### src/rtl/rwhp_pkg.sv
// ----------------------------------------------------------------------------
// rwhp_pkg
// types and constants shared by the riff wave header parser and its checker
// ----------------------------------------------------------------------------
`timescale 1ns / 1ps

package rwhp_pkg;

  // chunk and form tags, first byte in the high lane
  localparam logic [31:0] TAG_RIFF = 32'h5249_4646;
  localparam logic [31:0] TAG_WAVE = 32'h5741_5645;
  localparam logic [31:0] TAG_FMT  = 32'h666D_7420;
  localparam logic [31:0] TAG_DATA = 32'h6461_7461;

  localparam int unsigned RIFF_HDR_BYTES  = 12;
  localparam int unsigned CHUNK_HDR_BYTES = 8;
  localparam int unsigned FMT_BASE_BYTES  = 16;
  localparam logic [15:0] FMT_PCM         = 16'd1;

  typedef struct packed {
    logic [7:0] data_byte;
    logic       last;
  } in_t;

  typedef struct packed {
    logic        valid_res;
    logic [15:0] channels;
    logic [31:0] sample_rate;
    logic [31:0] byte_rate;
    logic [15:0] frame_bytes;
    logic [15:0] sample_width;
    logic [31:0] extra_offset;
    logic [31:0] extra_length;
    logic [31:0] data_offset;
    logic [31:0] data_length;
    logic [31:0] riff_length;
  } out_t;

endpackage

### src/rtl/riff_wave_header_parser.sv
// ----------------------------------------------------------------------------
// riff_wave_header_parser
// output: registered, shown in the cycle after the last byte is taken
// throughput: one byte per cycle, back to back; a last byte waits only while
//   the previous result is still held in the output register
// reset: rst_n synchronous active low, clears parse state and the output
// ----------------------------------------------------------------------------
`timescale 1ns / 1ps

module riff_wave_header_parser (
  input  logic          clk,
  input  logic          rst_n,
  input  logic          in_valid,
  output logic          in_ready,
  input  rwhp_pkg::in_t in_data,
  output logic          out_valid,
  input  logic          out_ready,
  output rwhp_pkg::out_t out_data
);

  typedef enum logic [1:0] {
    PH_RIFF,
    PH_HEADER,
    PH_BODY,
    PH_DONE
  } phase_t;

  // parse state
  phase_t      phase_r, phase_nxt;
  logic [32:0] pos_r, pos_nxt;            // byte position, saturating
  logic [32:0] decl_r, decl_nxt;          // declared riff size, plus eight once known
  logic [31:0] room_r, room_nxt;          // bytes left after the current chunk payload
  logic [31:0] shift_r, shift_nxt;        // tag shift register
  logic [23:0] len_lo_r, len_lo_nxt;      // low bytes of chunk length
  logic [2:0]  hdr_cnt_r, hdr_cnt_nxt;    // byte index in chunk header
  logic [31:0] body_left_r, body_left_nxt;// body bytes left minus one
  logic [4:0]  body_idx_r, body_idx_nxt;  // fmt field index, stops at sixteen
  logic        pad_r, pad_nxt;
  logic        fmt_body_r, fmt_body_nxt;
  logic        fmt_seen_r, fmt_seen_nxt;
  logic        data_seen_r, data_seen_nxt;
  logic        failed_r, failed_nxt;

  // captured fields
  logic [15:0] format_r, format_nxt;
  logic [15:0] chan_r, chan_nxt;
  logic [31:0] rate_r, rate_nxt;
  logic [31:0] brate_r, brate_nxt;
  logic [15:0] align_r, align_nxt;
  logic [15:0] bits_r, bits_nxt;
  logic [31:0] xstart_r, xstart_nxt;
  logic [31:0] xlen_r, xlen_nxt;
  logic [31:0] dstart_r, dstart_nxt;
  logic [31:0] dlen_r, dlen_nxt;

  // output register
  logic           out_valid_r;
  rwhp_pkg::out_t out_data_r, out_data_nxt;

  // helpers
  logic        in_xfer;
  logic [7:0]  b;
  logic [31:0] shifted;
  logic [32:0] pos_inc;
  logic [32:0] decl_sum;
  logic [31:0] len_full;
  logic [32:0] diff;
  logic [31:0] room_need;
  logic        res_ok;

  // a last byte needs a free output slot; other bytes never do
  assign in_ready = !out_valid_r || out_ready || !in_data.last;
  assign in_xfer  = in_valid && in_ready;

  assign b         = in_data.data_byte;
  assign shifted   = {shift_r[23:0], b};
  assign pos_inc   = (&pos_r) ? pos_r : pos_r + 33'd1;
  assign decl_sum  = decl_r + 33'(rwhp_pkg::CHUNK_HDR_BYTES);
  assign len_full  = {b, len_lo_r};
  // negative means the chunk runs past the declared end
  assign diff      = {1'b0, room_r} - {1'b0, len_full};
  assign room_need = 32'(rwhp_pkg::CHUNK_HDR_BYTES) + {31'd0, pad_r};

  always_comb begin
    phase_nxt     = phase_r;
    pos_nxt       = pos_r;
    decl_nxt      = decl_r;
    room_nxt      = room_r;
    shift_nxt     = shift_r;
    len_lo_nxt    = len_lo_r;
    hdr_cnt_nxt   = hdr_cnt_r;
    body_left_nxt = body_left_r;
    body_idx_nxt  = body_idx_r;
    pad_nxt       = pad_r;
    fmt_body_nxt  = fmt_body_r;
    fmt_seen_nxt  = fmt_seen_r;
    data_seen_nxt = data_seen_r;
    failed_nxt    = failed_r;
    format_nxt    = format_r;
    chan_nxt      = chan_r;
    rate_nxt      = rate_r;
    brate_nxt     = brate_r;
    align_nxt     = align_r;
    bits_nxt      = bits_r;
    xstart_nxt    = xstart_r;
    xlen_nxt      = xlen_r;
    dstart_nxt    = dstart_r;
    dlen_nxt      = dlen_r;

    if (in_xfer) begin
      pos_nxt = pos_inc;
      unique case (phase_r)
        // twelve-byte riff header, position is below twelve here
        PH_RIFF: begin
          shift_nxt = shifted;
          if (pos_r[3:2] == 2'b01) begin
            decl_nxt[{pos_r[1:0], 3'b000} +: 8] = b;
          end
          if (pos_r[3:0] == 4'd3 && shifted != rwhp_pkg::TAG_RIFF) begin
            failed_nxt = 1'b1;
          end
          if (pos_r[3:0] == 4'd11) begin
            decl_nxt    = decl_sum;
            room_nxt    = decl_sum[31:0] -
                          32'(rwhp_pkg::RIFF_HDR_BYTES + rwhp_pkg::CHUNK_HDR_BYTES);
            hdr_cnt_nxt = '0;
            if (failed_r || shifted != rwhp_pkg::TAG_WAVE || decl_sum[32] ||
                decl_sum < 33'(rwhp_pkg::RIFF_HDR_BYTES)) begin
              failed_nxt = 1'b1;
              phase_nxt  = PH_DONE;
            end else if (decl_sum >=
                         33'(rwhp_pkg::RIFF_HDR_BYTES + rwhp_pkg::CHUNK_HDR_BYTES)) begin
              phase_nxt = PH_HEADER;
            end else begin
              phase_nxt = PH_DONE;
            end
          end
        end

        // eight-byte chunk header: tag then little-endian length
        PH_HEADER: begin
          hdr_cnt_nxt = hdr_cnt_r + 3'd1;
          if (!hdr_cnt_r[2]) begin
            shift_nxt = shifted;
          end else if (hdr_cnt_r != 3'd7) begin
            len_lo_nxt[{hdr_cnt_r[1:0], 3'b000} +: 8] = b;
          end
          if (hdr_cnt_r == 3'd7) begin
            priority if (diff[32]) begin
              failed_nxt = 1'b1;
            end else if (shift_r == rwhp_pkg::TAG_FMT) begin
              if (fmt_seen_r || len_full < 32'(rwhp_pkg::FMT_BASE_BYTES)) begin
                failed_nxt = 1'b1;
              end else begin
                fmt_seen_nxt = 1'b1;
                if (len_full > 32'(rwhp_pkg::FMT_BASE_BYTES)) begin
                  xstart_nxt = pos_r[31:0] + 32'(rwhp_pkg::FMT_BASE_BYTES + 1);
                  xlen_nxt   = len_full - 32'(rwhp_pkg::FMT_BASE_BYTES);
                end
              end
            end else if (shift_r == rwhp_pkg::TAG_DATA) begin
              if (data_seen_r) begin
                failed_nxt = 1'b1;
              end else begin
                data_seen_nxt = 1'b1;
                dstart_nxt    = pos_inc[31:0];
                dlen_nxt      = len_full;
              end
            end else begin
              // unknown chunk, skipped
            end

            if (failed_nxt) begin
              phase_nxt = PH_DONE;
            end else if (len_full == '0) begin
              if (room_r >= 32'(rwhp_pkg::CHUNK_HDR_BYTES)) begin
                room_nxt  = room_r - 32'(rwhp_pkg::CHUNK_HDR_BYTES);
                phase_nxt = PH_HEADER;
              end else begin
                phase_nxt = PH_DONE;
              end
            end else begin
              phase_nxt     = PH_BODY;
              room_nxt      = diff[31:0];
              pad_nxt       = len_full[0];
              body_left_nxt = len_full[0] ? len_full : len_full - 32'd1;
              body_idx_nxt  = '0;
              fmt_body_nxt  = (shift_r == rwhp_pkg::TAG_FMT);
            end
          end
        end

        // chunk payload plus pad byte
        PH_BODY: begin
          if (fmt_body_r && !body_idx_r[4]) begin
            unique case (body_idx_r[3:0])
              4'd0, 4'd1: format_nxt[{body_idx_r[0], 3'b000} +: 8] = b;
              4'd2, 4'd3: chan_nxt[{body_idx_r[0], 3'b000} +: 8] = b;
              4'd4, 4'd5, 4'd6, 4'd7:
                rate_nxt[{body_idx_r[1:0], 3'b000} +: 8] = b;
              4'd8, 4'd9, 4'd10, 4'd11:
                brate_nxt[{body_idx_r[1:0], 3'b000} +: 8] = b;
              4'd12, 4'd13: align_nxt[{body_idx_r[0], 3'b000} +: 8] = b;
              default: bits_nxt[{body_idx_r[0], 3'b000} +: 8] = b;
            endcase
          end
          if (!body_idx_r[4]) begin
            body_idx_nxt = body_idx_r + 5'd1;
          end
          body_left_nxt = body_left_r - 32'd1;
          if (body_left_r == '0) begin
            if (room_r >= room_need) begin
              room_nxt    = room_r - room_need;
              hdr_cnt_nxt = '0;
              phase_nxt   = PH_HEADER;
            end else begin
              phase_nxt = PH_DONE;
            end
          end
        end

        // past the declared end or failed: bytes only counted
        PH_DONE: begin
        end

        default: begin
        end
      endcase
    end
  end

  // verdict on the state that includes the current byte
  assign res_ok = !failed_nxt &&
                  pos_nxt >= 33'(rwhp_pkg::RIFF_HDR_BYTES) && !pos_nxt[32] &&
                  decl_nxt <= pos_nxt && fmt_seen_nxt && data_seen_nxt &&
                  format_nxt == rwhp_pkg::FMT_PCM && chan_nxt != '0 &&
                  rate_nxt != '0 && brate_nxt != '0 && align_nxt != '0 &&
                  bits_nxt != '0 && dlen_nxt != '0;

  always_comb begin
    out_data_nxt = '0;
    if (res_ok) begin
      out_data_nxt.valid_res    = 1'b1;
      out_data_nxt.channels     = chan_nxt;
      out_data_nxt.sample_rate  = rate_nxt;
      out_data_nxt.byte_rate    = brate_nxt;
      out_data_nxt.frame_bytes  = align_nxt;
      out_data_nxt.sample_width = bits_nxt;
      out_data_nxt.extra_offset = xstart_nxt;
      out_data_nxt.extra_length = xlen_nxt;
      out_data_nxt.data_offset  = dstart_nxt;
      out_data_nxt.data_length  = dlen_nxt;
      out_data_nxt.riff_length  = decl_nxt[31:0];
    end
  end

  always_ff @(posedge clk) begin
    // a resource ends at its last byte, so the parser starts over
    if (!rst_n || (in_xfer && in_data.last)) begin
      phase_r     <= PH_RIFF;
      pos_r       <= '0;
      decl_r      <= '0;
      room_r      <= '0;
      shift_r     <= '0;
      len_lo_r    <= '0;
      hdr_cnt_r   <= '0;
      body_left_r <= '0;
      body_idx_r  <= '0;
      pad_r       <= 1'b0;
      fmt_body_r  <= 1'b0;
      fmt_seen_r  <= 1'b0;
      data_seen_r <= 1'b0;
      failed_r    <= 1'b0;
      format_r    <= '0;
      chan_r      <= '0;
      rate_r      <= '0;
      brate_r     <= '0;
      align_r     <= '0;
      bits_r      <= '0;
      xstart_r    <= '0;
      xlen_r      <= '0;
      dstart_r    <= '0;
      dlen_r      <= '0;
    end else begin
      phase_r     <= phase_nxt;
      pos_r       <= pos_nxt;
      decl_r      <= decl_nxt;
      room_r      <= room_nxt;
      shift_r     <= shift_nxt;
      len_lo_r    <= len_lo_nxt;
      hdr_cnt_r   <= hdr_cnt_nxt;
      body_left_r <= body_left_nxt;
      body_idx_r  <= body_idx_nxt;
      pad_r       <= pad_nxt;
      fmt_body_r  <= fmt_body_nxt;
      fmt_seen_r  <= fmt_seen_nxt;
      data_seen_r <= data_seen_nxt;
      failed_r    <= failed_nxt;
      format_r    <= format_nxt;
      chan_r      <= chan_nxt;
      rate_r      <= rate_nxt;
      brate_r     <= brate_nxt;
      align_r     <= align_nxt;
      bits_r      <= bits_nxt;
      xstart_r    <= xstart_nxt;
      xlen_r      <= xlen_nxt;
      dstart_r    <= dstart_nxt;
      dlen_r      <= dlen_nxt;
    end

    // output register: loaded by a last byte, freed by a result transfer
    if (!rst_n) begin
      out_valid_r <= 1'b0;
    end else if (in_xfer && in_data.last) begin
      out_valid_r <= 1'b1;
    end else if (out_ready) begin
      out_valid_r <= 1'b0;
    end

    if (in_xfer && in_data.last) begin
      out_data_r <= out_data_nxt;
    end
  end

  assign out_valid = out_valid_r;
  assign out_data  = out_data_r;

endmodule

### config.mk
export PLATFORM = sky130hd
export DESIGN_NAME = riff_wave_header_parser
export DESIGN_NICKNAME = d
export VERILOG_FILES = /design/src/rtl/rwhp_pkg.sv /design/src/rtl/riff_wave_header_parser.sv
export SDC_FILE = /design/constraint.sdc
export NUM_CORES = 2
export LEC_CHECK = 0
export ABC_AREA = 1
export BUFFER_PORTS_ARGS = -buffer_cell sky130_fd_sc_hd__buf_2
export CAP_MARGIN = 20
export CELL_PAD_IN_SITES_DETAIL_PLACEMENT = 0
export CELL_PAD_IN_SITES_GLOBAL_PLACEMENT = 1
export CORE_MARGIN = 1
export CORE_UTILIZATION = 45
export CTS_CLUSTER_DIAMETER = 80
export CTS_CLUSTER_SIZE = 10
export DETAILED_ROUTE_END_ITERATION = 12
export GPL_TIMING_DRIVEN = 1
export PLACE_DENSITY_LB_ADDON = 0.1
export SLEW_MARGIN = 15
export SYNTH_ARGS = -nofsm -noshare
export SYNTH_HDL_FRONTEND = slang
export SYNTH_SLANG_ARGS = --single-unit
### constraint.sdc
create_clock -name clk -period 10.4 [get_ports clk]
set_input_delay 1.04 -clock clk [delete_from_list [all_inputs] [get_ports clk]]
set_output_delay 1.04 -clock clk [all_outputs]
set_load 0.05 [all_outputs]
# --- Yosys cells after proc, flatten, opt, wreduce, memory -nomap -nowiden ---
# Index checks and enable logic that the tools add are counted.
# W data, S select, Z words.
word_totals:
  reg_bits: 731
  input_bits: 13
  out_inout_bits: 275
  word_cells: 293
op_classes:
  addsub: 17
  magnitude_cmp: 8
  n_eq_ne: 34
  shifts: 8
  mux: 129
  bitwise: 2
  n_reduce_logical: 58
op_table:
  columns: ["cell", "n"]
  rows:
  - ["$mux W32", 48]
  - ["$mux W273", 1]
  - ["$mux W16", 16]
  - ["$mux W33", 6]
  - ["$pmux W32 S2", 2]
  - ["$pmux W32 S3", 1]
  - ["$reduce_bool A32 Y1", 3]
  - ["$bwmux W16", 4]
  - ["$bwmux W32", 2]
  - ["$eq A32 B31 Y1 const B", 2]
  - ["$logic_not A32 Y1", 2]
  - ["$ne A32 B31 Y1 const B", 2]
  - ["$sub A32 B1 Y32 const B", 2]
  - ["$sub A32 B5 Y32 const B", 2]
  - ["$reduce_bool A16 Y1", 3]
  - ["$add A33 B1 Y33 const B", 1]
  - ["$add A33 B4 Y33 const B", 1]
  - ["$bwmux W33", 1]
  - ["$ge A33 B4 Y1 const B", 1]
  - ["$ge A33 B5 Y1 const B", 1]
  - ["$le A33 B33 Y1", 1]
  - ["$lt A33 B4 Y1 const B", 1]
  - ["$reduce_and A33 Y1", 1]
  - ["$shift A8 B7 Y33 const A", 1]
  - ["other kinds (55)", 151]

# --- Longest topological paths before layout ---
depth:
  ltp_word: 25
  ltp_mapped: 29
  ltp_nobuf: 26

# --- Worst setup path before layout ---
# OpenSTA, ideal clock, no wires.
synth_timing:
  path_kind: "input to register"
  from: "input out_ready"
  to: "register out_data_r (netlist bit out_data[0]) (enable)"
  setup_ns: 0.623
  t_arrival_ns: 7.251
  required_time_ns: 9.777
  slack_ns: 2.526
  path_stages: 7
  path_buffers: 1
  cell_sequence: "inv_2 -> nand3_2 -> nand2_2 -> inv_2 -> clkbuf_1 -> nand2_1 -> inv_1"
synth_via:
  elab_chain_cells: 4
synth_lines:
  columns: ["element", "line", "rtl"]
  rows:
  - ["start: declaration", "riff_wave_header_parser.sv:17", "input logic out_ready,"]
  - ["$logic_or A1 B1 Y1 (2 in a row)", "riff_wave_header_parser.sv:72", "assign in_ready = !out_valid_r || out_ready || !in_data.last;"]
  - ["named net in_ready", "riff_wave_header_parser.sv:14", "output logic in_ready,"]
  - ["$logic_and A1 B1 Y1", "riff_wave_header_parser.sv:73", "assign in_xfer = in_valid && in_ready;"]
  - ["$logic_and A1 B1 Y1", "riff_wave_header_parser.sv:320", "if (in_xfer && in_data.last) begin"]
  - ["end signal: assignment", "riff_wave_header_parser.sv:321", "out_data_r <= out_data_nxt;"]
  - ["end: declaration", "riff_wave_header_parser.sv:58", "rwhp_pkg::out_t out_data_r, out_data_nxt;"]
# The timed path passes the listed nets, and every way through them passes these cells.
# A chain may end at the register's enable or synchronous reset.

# --- Worst setup path in the final report ---
layout_timing:
  from: "input in_data[4] in the netlist's numbering"
  to: "register out_data_r (netlist bit out_data[233]) (data pin)"
layout_via:
  elab_chain_cells: 24
  elab_cells_between_ends: 97
  cone_classes: "add/sub: 1; order compare: 2; eq/ne: 3; shift: 3; mux: 64; reduce/logical: 24"
layout_lines:
  columns: ["element", "line", "rtl"]
  rows:
  - ["start: declaration", "riff_wave_header_parser.sv:15", "input rwhp_pkg::in_t in_data,"]
  - ["$lt A32 B5 Y1", "riff_wave_header_parser.sv:152", "if (fmt_seen_r || len_full < 32'(rwhp_pkg::FMT_BASE_BYTES)) begin"]
  - ["$logic_or A1 B1 Y1", "riff_wave_header_parser.sv:152", null]
  - ["$mux W1", "riff_wave_header_parser.sv:152", null]
  - ["$mux W1", "riff_wave_header_parser.sv:151", "end else if (shift_r == rwhp_pkg::TAG_FMT) begin"]
  - ["$mux W1", "riff_wave_header_parser.sv:149", "priority if (diff[32]) begin"]
  - ["$mux W1", "riff_wave_header_parser.sv:148", "if (hdr_cnt_r == 3'd7) begin"]
  - ["$mux W1", "riff_wave_header_parser.sv:112", "unique case (phase_r)"]
  - ["$mux W1", "riff_wave_header_parser.sv:110", "if (in_xfer) begin"]
  - ["[2 not listed]", null, null]
  - ["$mux W1", "riff_wave_header_parser.sv:110", null]
  - ["$logic_not A1 Y1", "riff_wave_header_parser.sv:233", "assign res_ok = !failed_nxt &&"]
  - ["$logic_and A1 B1 Y1", "riff_wave_header_parser.sv:233", null]
  - ["$logic_and A1 B1 Y1 (2 in a row)", "riff_wave_header_parser.sv:234", "pos_nxt >= 33'(rwhp_pkg::RIFF_HDR_BYTES) && !pos_nxt[32] &&"]
  - ["$logic_and A1 B1 Y1 (3 in a row)", "riff_wave_header_parser.sv:235", "decl_nxt <= pos_nxt && fmt_seen_nxt && data_seen_nxt &&"]
  - ["$logic_and A1 B1 Y1 (2 in a row)", "riff_wave_header_parser.sv:236", "format_nxt == rwhp_pkg::FMT_PCM && chan_nxt != '0 &&"]
  - ["$logic_and A1 B1 Y1 (3 in a row)", "riff_wave_header_parser.sv:237", "rate_nxt != '0 && brate_nxt != '0 && align_nxt != '0 &&"]
  - ["$logic_and A1 B1 Y1", "riff_wave_header_parser.sv:238", "bits_nxt != '0 && dlen_nxt != '0;"]
# Parallel ways exist; a longest one is shown, timed or not. The select of a mux whose other input is x is not followed.

==> summary.md <==
| Metric | Value |
|---|---|
| Worst Setup SP | `in_data[4]` |
| # Post-CTS Setup Buffers | `0` |
| Die height | `307 µm` |
| Synth Area per Inst | `around 7.7 µm²` |
| Place WS | `between 3 and 4 ns` |
| Die Span X | `about 300 µm` |
| Core area | `91,800 µm²` |
| Total number of vias | `between 30,000 and 40,000` |
| Final Wtd Congestion | `between 0.9 and 1` |
| I/O Buffers | `287` |
| Largest net degree at the start of global routing | `around 190` |
| Crit Path Max Fanout | `75` |
| Grt total ovfl | `0` |
| CTS clk-pin slew, worst paths | `0.06 ns` |
| Layout cells sized above 1 | `14.3%` |
| Fmax | `~160 MHz` |
| Pwr dens | `~140 nW/µm²` |
| Cts repair resizes | `0` |
| Drt pass-1 iters | `6` |
| Tot GR Track Use | `~30%` |
| Reg2reg start | `pos_r[0]` |
| Die area | `93,900 µm²` |
| Synth area leader | `dfxtp_1` |
| Lkg Pwr | `18.5 nW` |
| Post-synth top area share | `between 20 and 25%` |
| Post-DRT Antenna Nets | `0` |
| Area grow syn2layout | `11.0%` |
| Cell Area, Synth | `between 40,000 and 50,000 µm²` |
| Worst slew margin | `approximately 33%` |
| Most frequent cell after synthesis | `nand2_1` |
| Antenna violations before repair | `6` |
| Worst path arrival time | `about 6.6 ns` |
| Placed cells | `between 6,000 and 7,000` |
| Syn nets | `~5,500` |
| CTS Buf Count | `86` |
| H-Tree Depth | `3` |
| Clock Latency Late Sink | `0.66 ns` |
| Overall power | `6.53 mW` |
| WP data required | `roughly 11 ns` |
| Worst setup margin | `roughly 4.2 ns` |
| DP HPWL | `roughly 110 mm` |
| EDFF count, synth | `between 200 and 300` |
| Number of global-route vias before repair | `roughly 34,000` |
| 1st-iter DRT viols | `around 3,200` |
| CTS tree | `built` |
| Slew Limit Fails | `0` |
| Seq/Total Area, Yosys | `between 40% and 50%` |
| Cells after Synth | `approximately 5,400` |
| Yosys cell types | `67` |
| Max_cap viols | `0` |
| Number of remaining DRC errors | `0` |
| FP Rows | `approximately 110` |
| # clock sinks | `731` |
| Cts-stage hold buffer count | `0` |
| Drt total wl | `roughly 150 mm` |
| RR Endpoint | `out_data[237]` |
| Synth Warn # | `0` |
| #FFs+latches synth | `around 730` |
| Setup crit end | `out_data[233]` |
| Max VDD drop | `0.000116 V` |
| Initial Util | `45.5%` |
| Synth top area cells | `dfxtp_1, edfxtp_1, nand2_1, nor2_1, nor2_4` |
| Final period utilization | `59.7%` |
| Startpoint types | `primary input` |
| Worst-case clock buffer depth | `3` |
| Hold wc startpoint | `format_r[1]` |
| Final Util | `50.4%` |
| Clk_skew | `0.0270 ns` |
| Fin cells | `roughly 7,000` |
| Setup TNS Final | `0 ns` |
| Reg2Reg Depth | `25` |
| Most frequent cells after synthesis | `nand2_1, nor2_1, inv_1` |
| Worst Setup End Kind | `flip-flop` |
| RSZ-0062 raised after global routing | `false` |
| Via/cell ratio | `roughly 5.3` |
| Share of synthesized registers carrying an async set or reset | `0%` |
| HP Class | `flip-flop to flip-flop` |
| Status | `finished clean` |
| Final min period | `6.21 ns` |
| R2r setup slk | `roughly 4.2 ns` |
| CTS root buf | `clkbuf_16` |
| Ys flop type | `dfxtp_1` |
| I/O pin cnt | `between 200 and 300` |
| First-pass GRT wire length | `217 mm` |
| Crit Path Category | `primary input to flip-flop` |
| NumNets Final | `5,736` |
| Endpoints failing hold | `0` |
| Post-detailed-route wirelength per cell | `roughly 21 µm` |
| Tightest Pin Transition | `1.00 ns` |
| Endpoints failing setup | `0` |
[layout make-up]
type                            count  area [µm²]
Clock buffer                      141        2390
Timing Repair Buffer              328        1810
Fill cell                        9220       45500
Sequential cell                   731       17400
Clock inverter                     12         176
Inverter                          630        2370
Antenna cell                        1        2.50
Tap cell                         1243        1560
Multi-Input combinational cell   3841       20600
[worst max-delay path, cell delays in order]
cell	delay (ns)
buf_2	0.38
inv_1	0.57
ha_1	0.56
a21oi_1	0.20
o21ai_0	0.15
nand2_1	0.09
nand2_1	0.05
a21oi_1	0.15
nand2_2	0.44
nand2_2	0.16
buf_4	0.57
nand2_1	0.10
nand2_1	0.17
nand2_1	0.07
nor2_1	0.14
nand2_1	0.08
nor2_1	0.18
nand2_1	0.12
nand4_4	0.42
buf_12	0.67
nor2_4	0.01
[power by group]
part           internal (mW)  total, mW  switching, mW
logic                  0.124      0.616          0.493
clock network           1.60       2.83           1.23
registers               3.03       3.08         0.0494
[layout by cell type (no fill, tap or decap), types with 8 or more instances in the layout]
cell / instances
a211oi_1: 40
a21oi_1: 275
a31oi_1: 34
buf_2: 287
buf_4: 36
clkbuf_1: 53
clkbuf_16: 87
dfxtp_1: 458
edfxtp_1: 273
ha_1: 103
inv_1: 601
inv_2: 22
mux2i_1: 11
nand2_1: 987
nand2_2: 29
nand3_1: 247
nand4_1: 65
nor2_1: 982
nor2_2: 12
nor2_4: 274
nor3_1: 70
nor4_1: 20
o211ai_1: 32
o21ai_0: 347
o21ai_1: 53
o21bai_1: 8
o221ai_1: 11
o22ai_1: 9
or2_2: 15
xnor2_1: 26
xor2_1: 106
[logic make-up after synthesis]
| logic type | Yosys count | share of synthesized area, % |
|---|---|---|
| buffers and inverters | 841 | 9.03 |
| AOI/OAI and AO/OA | 860 | 11.4 |
| muxes | 13 | 0.318 |
| adders and majority gates | 105 | 3.17 |
| and+or+nand+nor | 2731 | 31.7 |
| DFF | 731 | 41.6 |
| xor gates and xnor gates | 132 | 2.77 |
[worst min path at each step]
stage / cells past startpoint / end
finish: 2 / format_r[1]
floorplan: 2 / shift_r[14]
global placement: 2 / format_r[1]
global route: 2 / body_idx_r[4]
CTS: 2 / format_r[1]
detailed placement: 2 / format_r[1]
[stage by stage]
stage                     hold WS, ns  cell area, µm²
final                           0.499           46300
after global routing            0.512           46300
after CTS                       0.498           46300
after detailed placement        0.480           43700
after global placement          0.474           43700
after floorplan                 0.456           41700
[state kept, by name (all words and copies together) (netlist names), 24 cells and up]
| register | count |
|---|---|
| dstart_r | 32 |
| rate_r | 32 |
| len_lo_r | 24 |
| body_left_r | 32 |
| xlen_r | 32 |
| out_data | 273 |
| decl_r | 33 |
| pos_r | 33 |
| shift_r | 32 |
| xstart_r | 32 |
| dlen_r | 32 |
| room_r | 32 |
| brate_r | 32 |
[routing by layer]
layer | vias to the layer above | track usage [%] | part of all wire [%]
li1 | 18000 | - | -
met4 | 0 | 8.76 | 2.6
met3 | 207 | 4.22 | 6.2
met1 | 17400 | 43.2 | 46
met2 | 1202 | 48.4 | 45
met5 | - | 0 | 0
No activity file was read; power rests on OpenSTA's default activity.
